File: src/sv/mersenne_twister_ranged_draw_core_assert.svh
// assertion macros for the twister core
`ifndef MERSENNE_TWISTER_RANGED_DRAW_CORE_ASSERT_SVH
`define MERSENNE_TWISTER_RANGED_DRAW_CORE_ASSERT_SVH

// implication that must hold at every edge out of reset
`define MTRD_ASSERT_IMP(label, clk, rst_n, ante, cons, msg) \
    label: assert property (@(posedge clk) disable iff (!rst_n) (ante) |-> (cons)) \
        else $error(msg);

// implication checked in the cycle after the antecedent
`define MTRD_ASSERT_NEXT(label, clk, rst_n, ante, cons, msg) \
    label: assert property (@(posedge clk) disable iff (!rst_n) (ante) |=> (cons)) \
        else $error(msg);

`endif

File: src/sv/mtrd_pkg.sv
package mtrd_pkg;
    localparam int unsigned DEPTH      = 624;
    localparam int unsigned OFFSET     = 397;
    localparam int unsigned IDX_W      = 10;
    localparam int unsigned ADDR_W     = 10;
    localparam logic [31:0] DEF_SEED   = 32'd4357;
    localparam logic [31:0] SEED_MULT  = 32'd69069;
    localparam logic [31:0] TW_MATRIX  = 32'h9908b0df;
    localparam logic [31:0] TEMPER_B   = 32'h9d2c5680;
    localparam logic [31:0] TEMPER_C   = 32'hefc60000;
    localparam logic [IDX_W-1:0] IDX_USED     = IDX_W'(DEPTH);
    localparam logic [IDX_W-1:0] IDX_UNSEEDED = IDX_W'(DEPTH + 1);

    localparam logic OP_DRAW   = 1'b0;
    localparam logic OP_RESEED = 1'b1;

    // request to the divider
    typedef struct packed {
        logic        start;
        logic [31:0] dividend;
        logic [30:0] divisor;
    } t_div_req;

    // answer of the divider
    typedef struct packed {
        logic        done;
        logic        busy;
        logic [30:0] rem;
    } t_div_rsp;

    function automatic logic [31:0] temper(input logic [31:0] a);
        logic [31:0] y;
        y = a ^ (a >> 11);
        y = y ^ ((y << 7) & TEMPER_B);
        y = y ^ ((y << 15) & TEMPER_C);
        y = y ^ (y >> 18);
        return y;
    endfunction

    function automatic logic [31:0] mix(input logic [31:0] hi, input logic [31:0] lo,
                                        input logic [31:0] far);
        logic [31:0] y;
        logic [31:0] r;
        y = {hi[31], lo[30:0]};
        r = far ^ (y >> 1);
        if (y[0]) begin
            r = r ^ TW_MATRIX;
        end
        return r;
    endfunction
endpackage

File: src/sv/mtrd_divider.sv
module mtrd_divider (
    input  logic              i_clk,
    input  logic              i_rst_n,
    input  mtrd_pkg::t_div_req i_req,
    output mtrd_pkg::t_div_rsp o_rsp
);
    import mtrd_pkg::*;

    logic [31:0] r_quo;
    logic [31:0] r_rem;
    logic [30:0] r_div;
    logic [5:0]  r_cnt;
    logic        r_busy;
    logic        r_done;
    logic [32:0] n_trial;
    logic [32:0] n_diff;

    // one quotient bit a cycle, restoring
    always_comb begin
        n_trial = {r_rem, r_quo[31]};
        n_diff  = n_trial - {2'b00, r_div};
    end

    always_ff @(posedge i_clk) begin
        if (!i_rst_n) begin
            r_busy <= 1'b0;
            r_done <= 1'b0;
            r_cnt  <= '0;
        end else begin
            r_done <= 1'b0;
            if (i_req.start) begin
                r_busy <= 1'b1;
                r_quo  <= i_req.dividend;
                r_rem  <= '0;
                r_div  <= i_req.divisor;
                r_cnt  <= 6'd32;
            end else if (r_busy) begin
                r_quo <= {r_quo[30:0], 1'b0};
                if (!n_diff[32]) begin
                    r_rem <= n_diff[31:0];
                end else begin
                    r_rem <= n_trial[31:0];
                end
                r_cnt <= r_cnt - 6'd1;
                if (r_cnt == 6'd1) begin
                    r_busy <= 1'b0;
                    r_done <= 1'b1;
                end
            end
        end
    end

    assign o_rsp.done = r_done;
    assign o_rsp.busy = r_busy;
    assign o_rsp.rem  = r_rem[30:0];
endmodule

File: config.mk
export PLATFORM = sky130hd
export DESIGN_NAME = mtrd_divider
export DESIGN_NICKNAME = d
export VERILOG_FILES = /design/src/sv/mersenne_twister_ranged_draw_core_assert.svh /design/src/sv/mtrd_pkg.sv /design/src/sv/mtrd_divider.sv
export SDC_FILE = /design/constraint.sdc
export NUM_CORES = 1
export LEC_CHECK = 0
export BUFFER_PORTS_ARGS = -buffer_cell sky130_fd_sc_hd__buf_2
export CAP_MARGIN = 15
export CELL_PAD_IN_SITES_DETAIL_PLACEMENT = 0
export CELL_PAD_IN_SITES_GLOBAL_PLACEMENT = 2
export CORE_ASPECT_RATIO = 1.2
export CORE_MARGIN = 1.5
export CORE_UTILIZATION = 37
export DETAILED_ROUTE_END_ITERATION = 8
export PLACE_DENSITY = 0.88
export SYNTH_ARGS = -nofsm -noshare
export SYNTH_HDL_FRONTEND = slang
export SYNTH_SLANG_ARGS = --single-unit
File: constraint.sdc
create_clock -name i_clk -period 3.8 [get_ports i_clk]
set_input_delay 0.76 -clock i_clk [delete_from_list [all_inputs] [get_ports i_clk]]
set_output_delay 0.76 -clock i_clk [all_outputs]
set_load 0.02 [all_outputs]
* Word level (Yosys, flattened, before mapping)
Cells that the tools add are included.
Storage, ports and cells: bits in registers 103, bits in latches 0, bits in writable memories 0, memory bits (read-only) 0, input bits 66, output and inout port bits 33, word-level logic and storage cells 27, memories 0
Operators by class: $add $sub $neg 2, multipliers 0, divide/modulo/power cells 0, magnitude comparators 0, equality and inequality tests 1, shift-type cells 0, mux-type cells 10, bitwise operators 2, reductions and logical operators 5
Operators with widths (number):
- 32-bit 2-to-1 mux | 4
- 33-bit by 31-bit subtractor with 33-bit output | 1
- 6-bit 2-to-1 mux | 2
- 6-bit by 1-bit equality test with 1-bit output, second input constant | 1
- 6-bit by 1-bit subtractor with 6-bit output, second input constant | 1
- 1-bit 2-to-1 mux | 4
- 2-bit AND reduction | 2
- 3-bit OR reduction | 1
- 1-bit inverter | 2
- 2-bit nonzero test | 1
- 2-bit OR reduction | 1

* Depth between registers and ports, before layout
Gate-level depths: netlist (run 1).
depth in word-level cells 4, mapped depth 13, depth with buffers taken out 11

* Worst setup path after synthesis (run 1)
OpenSTA, ideal clock, no wires.
path type reg2reg, start reg r_rem[9], end reg r_rem[21], data pin, arrival 2821 ps, path slack 699 ps, stages on the path, launching flop included 13, path buffers 3, clock period less this slack 3101 ps, cells stage by stage edfxtp_1 -> ha_1 -> buf_6 -> and3_4 -> and3_1 -> or3_4 -> nor4_4 -> o22ai_2 -> or4_1 -> clkbuf_1 -> buf_4 -> a21oi_1 -> a311oi_2
On the way: word-level cells in the longest chain between the ends 3
RTL lines:
- from (decl) | RTL line mtrd_divider.sv:10 | logic [31:0] r_rem;
- from (signal assigned) | RTL line mtrd_divider.sv:40 | r_rem <= n_diff[31:0];
- from (signal assigned) | RTL line mtrd_divider.sv:42 | r_rem <= n_trial[31:0];
- 33-bit by 31-bit subtractor with 33-bit output | RTL line mtrd_divider.sv:21 | n_diff = n_trial - {2'b00, r_div};
- 32-bit 2-to-1 mux | RTL line mtrd_divider.sv:39 | if (!n_diff[32]) begin
- 32-bit 2-to-1 mux | RTL line mtrd_divider.sv:37 | end else if (r_busy) begin
No other way between the ends. The select of a mux whose other input is x is not followed. A chain may end at the register's enable or synchronous reset.

* Final worst setup path (run 1)
start reg r_rem[25], end reg r_rem[26], data pin
On the way: word-level cells in the longest chain between the ends 3
RTL lines (RTL line):
- 33-bit by 31-bit subtractor with 33-bit output | mtrd_divider.sv:21
- 32-bit 2-to-1 mux (*) | mtrd_divider.sv:39
- 32-bit 2-to-1 mux (*) | mtrd_divider.sv:37
Mark *: on every way between the ends. The rest lies on a longest branch, timed or not. The select of a mux whose other input is x is not followed.

==> results of run 1 <==
-- layout by cell type (no fill, tap or decap), types with 4 or more instances in the layout --
cell type and n:
nor2_1 30, dfxtp_1 8, nand4_1 5, o21a_1 4
a21oi_1 55, a21o_1 9, xor2_1 13, inv_1 46
xnor2_1 12, nor2b_1 6, clkbuf_16 9, buf_4 13
o21ai_1 5, edfxtp_1 95, nand3b_1 5, ha_1 33
mux2i_1 9, nor3_1 12, or4_1 4, a211oi_1 4
mux2_2 31, o211ai_1 8, nand3_1 24, a31oi_1 5
nand2_1 30, and3_1 6, buf_2 98, o21ai_0 39
-- kinds of logic after synthesis --
logic type      count (synthesis)  share of synthesized area
fa+ha+maj                      34                     0.0678
compound gates                162                      0.160
mux                            40                     0.0688
flops                         103                      0.472
xor+xnor                       25                     0.0343
simple gates                  140                      0.114
buf+inv                       105                     0.0837
-- per-layer routing --
layer / part of all wire / GRT usage / up-vias
met4: 0.018 / 0.0599 / 0
met3: 0.067 / 0.0540 / 22
li1: - / - / 2340
met1: 0.43 / 0.198 / 2279
met5: 0 / 0 / -
met2: 0.49 / 0.273 / 103
-- metrics by stage --
stage	instances	hold slack (ns)	util
after CTS	890	0.517	0.428
after floorplan	609	0.467	-
after global placement	874	0.477	0.409
after global routing	894	0.546	0.430
after detailed placement	874	0.505	0.409
final	894	0.509	0.430
-- tightest hold or removal path, cell delays in order, from the launching register on --
cell and delay [ns]:
dfxtp_1 0.33, nor2_1 0.09, a211oi_1 0.05
-- worst min path at each step --
| stage | start | endpoint | slack (ns) | depth (start not counted) |
|---|---|---|---|---|
| final | r_cnt[1] | r_cnt[1] | 0.51 | 2 |
| after global routing | r_cnt[0] | r_cnt[0] | 0.55 | 2 |
| after CTS | r_cnt[1] | r_cnt[1] | 0.52 | 2 |
| after detailed placement | r_cnt[1] | r_cnt[1] | 0.51 | 2 |
| after global placement | r_cnt[0] | r_cnt[0] | 0.48 | 2 |
| after floorplan | r_cnt[0] | r_cnt[0] | 0.47 | 2 |
-- power by group --
group | leakage (nW) | internal (W) | switching [W] | total, W
registers | 0.975 | 0.00136 | 0.0000544 | 0.00141
logic | 1.80 | 0.000395 | 0.000555 | 0.000950
clock network | 0.158 | 0.000586 | 0.000450 | 0.00104
total | 2.94 | 0.00234 | 0.00106 | 0.00340
-- cell type report --
class | count | area share
Sequential cell | 103 | 0.416
Tap cell | 216 | 0.0373
Clock buffer | 9 | 0.0311
Inverter | 46 | 0.0238
Multi-Input combinational cell | 401 | 0.394
Timing Repair Buffer | 112 | 0.0839
Clock inverter | 7 | 0.0140
-- state kept, by name, indices dropped and copies added, names as in the netlist --
name / cells
r_done: 1
r_cnt: 6
r_quo: 32
r_div: 31
r_busy: 1
r_rem: 32
-- cell usage after synthesis, drive strengths merged (2+ instances only) --
library cell  number
a211o              2
a211oi             4
a21boi             2
a21o               9
a21oi             55
a22oi              2
a311oi             3
a31oi              5
and2               3
and3               7
buf               43
clkbuf            16
dfxtp              8
edfxtp            95
ha                33
inv               46
mux2              31
mux2i              9
nand2             30
nand2b             3
nand3             24
nand3b             5
nand4              5
nor2              30
nor2b              6
nor3              12
nor4               3
o211ai             8
o21a               5
o21ai             44
o21bai             3
o2bb2ai            2
o311ai             3
o31ai              3
or2                2
or3                4
or4                4
xnor2             12
xor2              13
==> out/metrics.yaml, run 1 <==
cp-end-kind: "flip-flop"
cts-root-buf: "clkbuf_16"
yosys_warnings: 0
start_util: 0.379
grt_util_all_layers: 0.165
path_cells: "ha_1 > nand3_1 > nor2_1 > nand3_1 > or4_1 > o22ai_2 > nor4_4 > buf_4 > buf_4 > or4_1 > a21oi_1"
synth.distinct_cells: 64
reg2reg_depth: 11
register_area_um2: 3010
dpl_cell_area_um2: 6890
path_depth: 11
ys_seq_elements: 103
wl_mm: 14.5
fin_ws_ns: 0.232
async_flop_share: 0
grt_max_degree: 42
worst_slew_pin_slew_ns: 0.659
ys_top_cells_by_area: "edfxtp_1 (45%), ha_1 (6.5%), mux2_2 (5.5%)"
cts.repair.resized: 0
wire_per_inst_um: 16.2
cts_buffers: 9
cts_htree_levels: 3
p_leak_nw: 2.94
routed_via_density: 5.31
status: "finished, final reports clean"
antenna-diode-count: 0
hold_viol_final: 0
io_buffers: 98
reg2reg_slack_ns: 0.23
fmax_ghz: 0.280
crit_end: "r_rem[26]"
crit_fanout: 10
crit_start: "r_rem[25]"
yosysSeqAreaShare: 0.472
syn-num-nets: 709
clock_skew_ns: 0.0141
row_count: 52
fin_tns_setup_ns: 0
synth_top_area_frac: 0.447
coreArea_um2: 16900
dr.first_iter.drc_count: 225
yosysTopAreaCell: "edfxtp_1"
p_per_area_nw_per_um2: 469
grt_pass1_vias: 4794
ys.flop_type: "edfxtp_1"
required_ns: 4.00
vias: 4744
clkLatencyLatePin_ns: 0.36
drv_cap: 0
cts.clk_slew.worst_paths_ns: 0.08
drive_above_1_share: 0.251
multi_input_area_um2: 2860
die_width_um: 123
reg2reg_from: "r_rem[25]"
synth_cells: 609
maxSlewHeadroom: 0.556
ant_nets: 0
finalInstanceArea_um2: 7250
cp_slowest_cell: "or4_1"
nFillCells: 1614
synth_area_um2: 6390
cts.sinks: 103
startpoint_type: "flip-flop"
dieArea_um2: 18100
path_class: "reg2reg"
antenna_found_initial: 0
critPathTopFamily: "simple AND/OR/NAND/NOR gates"
grt_pass1_wl_mm: 23.3
syn_area_per_cell_um2: 10.5
final_nets: 773
cp_data_arrival_time_ns: 3.77
synth-edff-count: 95
r2r_end: "r_rem[26]"
total_power_w: 0.00340
rsz0062_at_grt: "no"
slew_violations: 0
die_height_um: 147
holdCritPathClass: "reg2reg"
finalCritPeriodShare: 0.939
synthToLayoutAreaGrowth_pct: 13.5
cp_num_buf_inv: 2
max_stage_delay_ns: 0.49
fin_crit_ns: 3.57
ir_drop_uv: 229
cts_buffer_depth: 2
drc: 0
dp_hpwl_mm: 10.4
cts_setup_buffers: 0
routabilityCongestion: 0.842
cts_tree: "built"
ioPinCount: 99
setup_violations: 0
gr-total-overflow: 0
dp_slack_ns: 0.275
hold_buffers: 0
drtPass1Iterations: 5
Power figures use the tool's default switching activity.
==> run 2, diff against run 1 <==
- CELL_PAD_IN_SITES_DETAIL_PLACEMENT: 0 -> default
- CELL_PAD_IN_SITES_GLOBAL_PLACEMENT: 2 -> default
- CORE_UTILIZATION: 37 -> 58
- GPL_ROUTABILITY_DRIVEN: default -> 1
==> out/metrics.yaml, run 2 (same netlist as run 1, synthesis figures left out) <==
fin_crit_ns: 3.53
antenna_found_initial: 0
ir_drop_uv: 233
io_buffers: 98
rsz0062_at_grt: "no"
violations: "DRC"
startpoint_type: "flip-flop"
comb_power_share: 0.293
worst_slew_pin_slew_ns: 0.907
fin_ws_ns: 0.271
final_common_cell: "buf_2"
cp-end-kind: "flip-flop"
gr-total-overflow: 0
cts.sinks: 103
routabilityCongestion: 0.903
drive_above_1_share: 0.249
crit_fanout: 12
total_power_w: 0.00329
p_leak_nw: 2.91
drc: 6
fin_tns_setup_ns: 0
antenna-diode-count: 0
status: "finished with violations"
start_util: 0.601
grt_pass1_wl_mm: 23.3
dieArea_um2: 11700
cp_data_arrival_time_ns: 3.72
cts_buffers: 9
hold_viol_final: 0
ant_nets: 0
internal-power_w: 0.00221
grt_pass1_vias: 5016
dp_hpwl_mm: 9.99
drv_cap: 0
vias: 4932
dr.first_iter.drc_count: 315
final_nets: 771
cts_htree_levels: 3
die_width_um: 98.8
multi_input_area_um2: 2880
final_util: 0.668
coreArea_um2: 10600
setup_violations: 0
routed_via_density: 6.13
grt_max_degree: 41
required_ns: 3.99
cts-root-buf: "clkbuf_16"
p_per_area_nw_per_um2: 463
share_seq_of_total_power: 0.430
synthToLayoutAreaGrowth_pct: 11.1
row_count: 41
p_switching_w: 0.00107
cts.clk_slew.worst_paths_ns: 0.08
dp_slack_ns: 0.0101
holdCritPathClass: "reg2reg"
hold_buffers: 0
maxSlewHeadroom: 0.392
cts_buffer_depth: 2
grt_util_all_layers: 0.253
finalCritPeriodShare: 0.929
nFillCells: 809
slew_violations: 0
drtPass1Iterations: 9
whs_ns: 0.500
reg_top3: "r_quo: 32 flops, r_rem: 32 flops, r_div: 31 flops"
cts_tree: "built"
clock_skew_ns: 0.0109
wl_mm: 14.2
p_clk_frac: 0.277
wire_per_inst_um: 17.6
swShare: 0.326
ioPinCount: 99
fmax_ghz: 0.283
die_height_um: 118
layout_common_cells: "buf_2 (98), edfxtp_1 (95), a21oi_1 (55)"
clkLatencyLatePin_ns: 0.36
path_class: "reg2reg"
register_area_um2: 3010
==> run 2: worst paths after layout <==
check                           startpoint        end  slack [ns]  depth (start not counted)
worst max-delay path              r_rem[9]  r_rem[21]        0.27                         10
worst min-delay path              r_cnt[1]   r_cnt[1]        0.50                          2
worst max register to register    r_rem[9]  r_rem[21]        0.27                         10
worst min register to register    r_cnt[1]   r_cnt[1]        0.50                          2
==> run 2: critical path, stage by stage, from the launching register on <==
cell and delay [ns]:
edfxtp_1 0.41, ha_1 0.43, and3_4 0.25, and3_1 0.18
or3_4 0.35, nor4_4 0.31, o22ai_2 0.23, o31ai_4 0.58
buf_4 0.29, a21oi_1 0.09, a311oi_2 0.23
==> run 2: stage by stage <==
step                instances  instance area [µm²]
detailed placement        787                 6780
floorplan                 609                 6390
CTS                       804                 7090
global route              805                 7100
global placement          787                 6780
finish                    805                 7100
==> run 2: power groups by stage <==
stage	Sequential, W	Combinational [W]	Clock [W]
6_report	0.00141	0.000963	0.000910
3_5_place_dp	0.00144	0.000935	0
3_3_place_gp	0.00143	0.000902	0
2_1_floorplan	0.00142	0.000747	0
5_1_grt	0.00142	0.00106	0.000965
4_1_cts	0.00141	0.000947	0.000927
==> run 2: area by class of cell <==
cell class                 count  area share
inverter                      46      0.0243
clock buffer                  10      0.0323
clock inverter                 6     0.00864
tap                          129      0.0227
multi-input combinational    402       0.405
timing repair buffer         109      0.0825
sequential                   103       0.424
==> run 2: per-layer routing <==
metal	global-route usage	vias up	part of all wire
met5	0	-	0
met4	0.109	0	0.025
met3	0.0701	37	0.084
met2	0.428	199	0.49
met1	0.301	2354	0.40
li1	-	2342	-
==> run 2: repair_timing <==
item	CTS	global route
endpoints found under the setup margin	2	21
pin swaps	1	1
gates cloned	1	0
buffers inserted	0	1
gates resized for setup	0	1
==> run 3, diff against run 2 <==
- GPL_TIMING_DRIVEN: default -> 0
==> out/metrics.yaml, run 3 (same netlist as run 1, synthesis figures left out) <==
path_cells: "ha_1 > buf_6 > and3_4 > and3_1 > or3_4 > nor4_4 > o22ai_2 > or4_1 > clkbuf_1 > buf_4 > a21oi_1 > a311oi_2"
cts-root-buf: "clkbuf_16"
grt_pass1_vias: 5239
drv_cap: 0
path_class: "reg2reg"
p_switching_w: 0.00106
required_ns: 3.87
synthToLayoutAreaGrowth_pct: 15.3
grt_util_all_layers: 0.260
dp_hpwl_mm: 10.9
gr-total-overflow: 0
cts_htree_levels: 3
layout_common_cells: "buf_2 (101), edfxtp_1 (95), a21oi_1 (55)"
multi_input_area_um2: 2860
ir_drop_uv: 310
register_area_um2: 3010
p_per_area_nw_per_um2: 448
start_util: 0.601
reg_top3: "r_quo: 32 flops, r_rem: 32 flops, r_div: 31 flops"
antenna-diode-count: 0
final_util: 0.694
setup_violations: 0
cts.clk_slew.worst_paths_ns: 0.07
grt_max_degree: 66
die_width_um: 98.8
dp_slack_ns: -0.0841
fin_crit_ns: 3.59
cts_buffers: 9
fmax_ghz: 0.278
max_stage_delay_ns: 0.43
cp-end-kind: "flip-flop"
violations: "DRC"
dieArea_um2: 11700
cts.sinks: 103
final_nets: 819
hold_buffers: 0
clock_skew_ns: 0.0136
wl_mm: 14.8
routabilityCongestion: 0.919
io_buffers: 97
cts_buffer_depth: 2
placed_cells: 836
maxSlewHeadroom: 0.395
p_leak_nw: 3.08
internal-power_w: 0.00224
fin_ws_ns: 0.205
ioPinCount: 99
crit_fanout: 10
status: "finished with violations"
grt_pass1_wl_mm: 24.0
finalCritPeriodShare: 0.946
slew_violations: 0
rsz0062_at_grt: "no"
drc: 6
final_cells: 853
die_height_um: 118
nFillCells: 815
startpoint_type: "flip-flop"
vias: 5149
worst_slew_pin_slew_ns: 0.908
share_seq_of_total_power: 0.429
antenna_found_initial: 0
cp_data_arrival_time_ns: 3.67
comb_power_share: 0.309
wire_per_inst_um: 17.4
cts_tree: "built"
ant_nets: 0
drive_above_1_share: 0.276
dr.first_iter.drc_count: 336
drtPass1Iterations: 7
final_common_cell: "buf_2"
cp_slowest_cell: "nor4_4"
holdCritPathClass: "reg2reg"
row_count: 41
hold_viol_final: 0
coreArea_um2: 10600
clkLatencyLatePin_ns: 0.35
routed_via_density: 6.04
swShare: 0.322
p_clk_frac: 0.262
[run 3: power groups by stage]
stage	logic, W	clock network, W	registers, W
after CTS	0.00100	0.000874	0.00142
after floorplan	0.000747	0	0.00142
final	0.00102	0.000863	0.00142
after global placement	0.000938	0	0.00144
after detailed placement	0.000986	0	0.00144
after global routing	0.00111	0.000912	0.00142
[run 3: path summary, 6_finish.rpt]
path,startpoint,to,slack [ns],cells after the start
worst max register to register,r_rem[9],r_rem[21],0.21,12
worst min-delay path,r_cnt[1],r_cnt[1],0.55,2
worst min register to register,r_cnt[1],r_cnt[1],0.55,2
worst max-delay path,r_rem[9],r_rem[21],0.21,12
[run 3: what timing repair did]
item,4_1_cts,5_1_grt
pin swaps,0,2
resized for setup,1,8
setup buffers,0,2
endpoints found under the setup margin,20,22
[run 3: critical path: cells and delay by family (launching register included)]
family                   cells  cell delay [ns]
AO/OA/AOI/OAI                3             0.53
AND/OR/NAND/NOR              5             1.56
buffers and inverters        3             0.47
adder cells (fa/ha/maj)      1             0.33
flip-flops                   1             0.41
[run 3: stage by stage]
| stage | total power (W) | hold WS, ns | TNS [ns] | area (µm²) |
|---|---|---|---|---|
| after floorplan | 0.00217 | 0.467 | 0 | 6390 |
| after global placement | 0.00237 | 0.475 | -0.00268 | 7030 |
| after detailed placement | 0.00242 | 0.515 | -0.464 | 7070 |
| after CTS | 0.00329 | 0.537 | 0 | 7350 |
| after global routing | 0.00345 | 0.564 | 0 | 7360 |
| final | 0.00330 | 0.546 | 0 | 7360 |
[run 3: metal layers]
layer  part of all wire  global-route usage  routed length, µm  vias up
met5                  0                   0                  0        -
met4              0.030               0.117                439        0
met3              0.071              0.0647               1050       40
met2               0.51               0.459               7600      218
met1               0.39               0.293               5750     2453
li1                   -                   -                  -     2438
[run 3: cell type report]
| type | instances | share of cell area |
|---|---|---|
| repair buffers | 100 | 0.0717 |
| clock buffers | 10 | 0.0311 |
| flip-flops and latches | 103 | 0.409 |
| plain buffers | 58 | 0.0493 |
| well taps | 129 | 0.0219 |
| multi-input cells | 401 | 0.388 |
| clock inverters | 6 | 0.00578 |
| inverters | 46 | 0.0234 |
